<file path="src/sv/arst_pkg.sv">
// ----------------------------------------------------------------------------
// arst_pkg
// Shared types and constants of the alternating range sum tree unit.
// ----------------------------------------------------------------------------
package arst_pkg;

  localparam int SIZE_DEF = 1024;
  localparam int SUM_W    = 48;
  localparam int VAL_W    = 32;
  localparam int CNT_W    = 11;
  localparam int POS_W    = 10;

  localparam logic [CNT_W-1:0] CNT_RST = 11'd1024;

  localparam logic REQ_UPDATE = 1'b0;
  localparam logic REQ_QUERY  = 1'b1;

  typedef struct packed {
    logic                    req_type;
    logic [POS_W-1:0]        start_index;
    logic [CNT_W-1:0]        end_index;
    logic signed [VAL_W-1:0] new_value;
  } req_t;

  typedef struct packed {
    logic signed [SUM_W-1:0] range_sum;
  } rsp_t;

  typedef struct packed {
    logic [CNT_W-1:0] element_count;
  } cfg_t;

  typedef enum logic [3:0] {
    ST_CLEAR,
    ST_IDLE,
    ST_U_RD,
    ST_U_ADD,
    ST_Q_L,
    ST_Q_LACC,
    ST_Q_R,
    ST_Q_RACC,
    ST_DONE
  } state_e;

endpackage

</file>
<file path="src/sv/arst_alu.sv">
// ----------------------------------------------------------------------------
// arst_alu
// Shared three-operand adder: y = a + b - c, wrapping at the sum width.
// ----------------------------------------------------------------------------
module arst_alu (
  input  logic [arst_pkg::SUM_W-1:0] a_i,
  input  logic [arst_pkg::SUM_W-1:0] b_i,
  input  logic [arst_pkg::SUM_W-1:0] c_i,
  output logic [arst_pkg::SUM_W-1:0] y_o
);
  import arst_pkg::*;

  assign y_o = a_i + b_i - c_i;

endmodule

</file>
<file path="config.mk">
export PLATFORM = sky130hd
export DESIGN_NAME = arst_alu
export DESIGN_NICKNAME = d
export VERILOG_FILES = /design/src/sv/arst_pkg.sv /design/src/sv/arst_alu.sv
export SDC_FILE = /design/constraint.sdc
export NUM_CORES = 1
export LEC_CHECK = 0
export ABC_AREA = 1
export BUFFER_PORTS_ARGS = -buffer_cell sky130_fd_sc_hd__buf_4
export CAP_MARGIN = 20
export CORE_MARGIN = 2
export CORE_UTILIZATION = 55
export DETAILED_ROUTE_END_ITERATION = 10
export PLACE_DENSITY_LB_ADDON = 0.05
export SLEW_MARGIN = 0
export SYNTH_ARGS = -nofsm -noshare
export SYNTH_HDL_FRONTEND = slang
export SYNTH_SLANG_ARGS = --single-unit
</file>
<file path="constraint.sdc">
create_clock -name vclk -period 7.25
set_input_delay 2.175 -clock vclk [all_inputs]
set_output_delay 2.175 -clock vclk [all_outputs]
set_load 0.02 [all_outputs]
</file>
## After elaboration in Yosys (flattened, before gate mapping)

Index checks and enable logic that the tools add are counted.

- Register bits: 0
- Output and inout port bits: 48
- Word-level logic and storage cells: 2

- $add $sub $neg: 2

Operators by type and width:

| kind | number |
|---|---|
| $add A48 B48 Y48 | 1 |
| $sub A48 B48 Y48 | 1 |

## Depth between registers and ports, before layout

- Depth after elaboration: 2
- Depth in mapped cells: 16

## Least setup slack after synthesis

OpenSTA, ideal clock, no wires.

- Path type: input to output
- Start point: in a_i[1] (netlist bit)
- End point: out y_o[24] (netlist bit)
- Arrival: 4.116 ns
- Required time: 5.075 ns
- Path slack: 0.959 ns
- Stages on the path: 11
- Cells stage by stage: inv_1 fa_1 inv_1 fa_1 nand2_1 nand2_1 nand3_1 nand2_2 nand2_1 nand3_2 xor2_1

- Longest elaborated chain between the ends: 2

Ends and longest elaborated chain:

| what | RTL line | RTL |
|---|---|---|
| from (decl) | arst_alu.sv:6 | `input logic [arst_pkg::SUM_W-1:0] a_i,` |
| $add A48 B48 Y48 | arst_alu.sv:13 | `assign y_o = a_i + b_i - c_i;` |
| $sub A48 B48 Y48 | arst_alu.sv:13 |  |
| to (decl) | arst_alu.sv:9 | `output logic [arst_pkg::SUM_W-1:0] y_o` |

No other way between the ends.

## Final worst setup path

- Start point: in a_i[20] (netlist bit)
- End point: out y_o[30] (netlist bit)

Same word-level chain as after synthesis.

==> key figures <==
Floorplanning
  – DIE HEIGHT: 108 µm
  – # rows: 38
  – IO Pins: ~190
  – Initial core utilization: 55.7%
  – Width of the die: 108 µm
  – Die Footprint: 11700 µm²
  – Core Footprint: 10700 µm²

Critical path
  – Largest delay share family, worst path: adder cells
  – Critical path startpoint category: primary input
  – Crit path buffers/inverters: 5
  – Arr. time, crit path: 4680 ps
  – Most frequent cell on the critical path: nand2_1
  – Peak per-stage delay on the critical path: 530 ps
  – Category of the most critical setup path: primary input to output port
  – Cell with the biggest individual delay on the critical path: fa_1
  – Worst-path maximum fanout: 4
  – Required @ worst endpoint: 5080 ps
  – Critical path endpoint category: output port
  – Cell breakdown of the critical path: buf_4 > inv_1 > fa_1 > inv_1 > ha_1 > nand2_2 > nor2_1 > nand2_1 > inv_2 > nand2_1 > a21oi_1 > nor2_1 > nand2_1 > nand2_1 > buf_4

Route
  – Number of iterations in the first detailed-routing pass: 7
  – Via count: 6855
  – Detailed-route DRC error count: 0
  – Mean number of vias per cell: 4.69
  – Post-detailed-route wirelength per cell: ~12 µm
  – Remaining antenna violation count: 0
  – Total wire length: ~18000 µm
  – Violation count after the first detailed-route iteration: 333

Global routing
  – Overflow left after global routing: 0
  – Number of global-route vias before repair: between 6k and 7k
  – Largest net degree at the start of global routing: 7
  – Global-route wire length before repair: approximately 29000 µm
  – Aggregate global-route resource usage: 30.8%
  – Antenna violations before repair: 0

Finish
  – Footprint of the flip-flops and latches: 0 µm²
  – Post-route core utilization: 70.8%
  – Filler cell count in the final layout: 1002
  – Ratio of cells with drive above 1 in the final layout: 21.1%
  – Leading cell type in the layout, fill and taps excluded: inv_1
  – Layout area overhead: 27.2%
  – Number of sequential cells: 0
  – Number of diodes added for antenna fixing: 0
  – Area occupied by multi-input gates: between 4000 and 5000 µm²
  – Nets@finish: ~1.6k
  – Number of clock buffer instances in the layout: 0
  – Commonest cells after routing, fill and taps aside: 388 x inv_1, 387 x nand2_1, 193 x buf_4

Yosys
  – Post-synth cell types: 24
  – Sequential element share of the synthesized area: 0%
  – Number of standard cells after synthesis: 1130
  – Count of warnings emitted by yosys: 0
  – Syn nets: roughly 1.4k
  – Post-synthesis instance area: 5980 µm²
  – Syn_area_per_cell: 5.29 µm²

Pwr
  – PD cells: 172 nW/µm²
  – Leakage power figure: 0.00515 µW
  – Worst IR drop on VDD: 153 µV
  – Final Power: 1310 µW

Outcome
  – Result of the run: completed

Timing
  – Number of max-slew violations in the final report: 0
  – Final setup viols: 0
  – Hold slack final: 4670 ps
  – Setup TNS: 0 ps
  – Time the worst path needs with I/O delays and setup: 6850 ps
  – Share of the cycle needed by the critical path after routing: 94.5%
  – FMAX: 146 MHz
  – Headroom to the max-slew limit: slightly above 70%
  – RSZ-0062 raised after global routing: no
  – Hold violation count in the final report: 0
  – Transition at the pin with the smallest max-transition slack: between 400 and 500 ps

Clock tree
  – Post-cts sizing count: 0
  – Post-cts hold buffer count: 0
  – Total setup buffers inserted after CTS: 0

Place
  – Count of input and output buffers: 192
  – Weighted congestion reported at the end of routability-driven placement: 1.01
  – Detailed placement HPWL: 16600 µm

Worst hold path
  – Worst min-delay path category: primary input to output port

Job
  – Max-cap check violation count: 0
-- worst paths after layout --
kind / from / to / cells after the start
setup / recovery: a_i[20] / y_o[30] / 15
hold / removal: a_i[0] / y_o[0] / 3
-- cell usage after synthesis --
master | number | share of area (%)
a21o_1 | 1 | 0.13
a21oi_1 | 28 | 2.3
a21oi_2 | 1 | 0.15
a31oi_1 | 1 | 0.10
clkinv_1 | 1 | 0.063
fa_1 | 47 | 16
ha_1 | 48 | 10
inv_1 | 388 | 24
inv_2 | 15 | 0.94
nand2_1 | 387 | 24
nand2_2 | 25 | 2.6
nand3_1 | 37 | 3.1
nand3_2 | 7 | 1.2
nand3b_1 | 1 | 0.13
nand4_1 | 8 | 0.84
nor2_1 | 58 | 3.6
nor2_2 | 24 | 2.5
nor2_4 | 12 | 2.3
nor3_1 | 4 | 0.33
nor3_2 | 2 | 0.33
nor4_1 | 2 | 0.21
o21bai_1 | 5 | 0.63
xnor2_1 | 3 | 0.44
xor2_1 | 25 | 3.7
-- per-stage QoR --
stage | instance area, µm² | worst slack, ps | std cells
detailed placement | 7600 | 455 | 1463
global route | 7600 | 289 | 1463
CTS | 7600 | 453 | 1463
floorplan | 5980 | 959 | 1130
finish | 7600 | 398 | 1463
global placement | 7600 | 456 | 1463
-- area by class of cell --
| type | instances | share of cell area, % |
|---|---|---|
| Multi-Input combinational cell | 726 | 58.7 |
| Inverter | 404 | 19.9 |
| Timing Repair Buffer | 193 | 19.1 |
| Tap cell | 140 | 2.30 |
-- cells by family (layout without fill, tap and decap cells) --
| kind of cell | Yosys count | after routing | share of synthesized area (%) |
|---|---|---|---|
| xor+xnor | 28 | 28 | 4.10 |
| fa+ha+maj | 95 | 95 | 25.8 |
| simple gates | 567 | 567 | 41.4 |
| compound gates | 36 | 36 | 3.35 |
| buf+inv | 404 | 597 | 25.4 |
-- tightest hold or removal path: stages --
cell,delay (ps)
buf_4,80
ha_1,120
buf_4,130
-- power breakdown --
| part | internal [µW] | switching (µW) |
|---|---|---|
| sequential | 0 | 0 |
| clock | 0 | 0 |
| combinational | 483 | 823 |
| total | 483 | 823 |
-- metal layers --
metal | vias to the layer above | share of wire [%] | global-route usage [%]
met5 | - | 0 | 0
met1 | 3035 | 40 | 35.2
li1 | 3554 | - | -
met3 | 35 | 5.6 | 2.47
met4 | 0 | 3.2 | 9.25
met2 | 231 | 51 | 60.3
(Power assumes the default switching activity.)
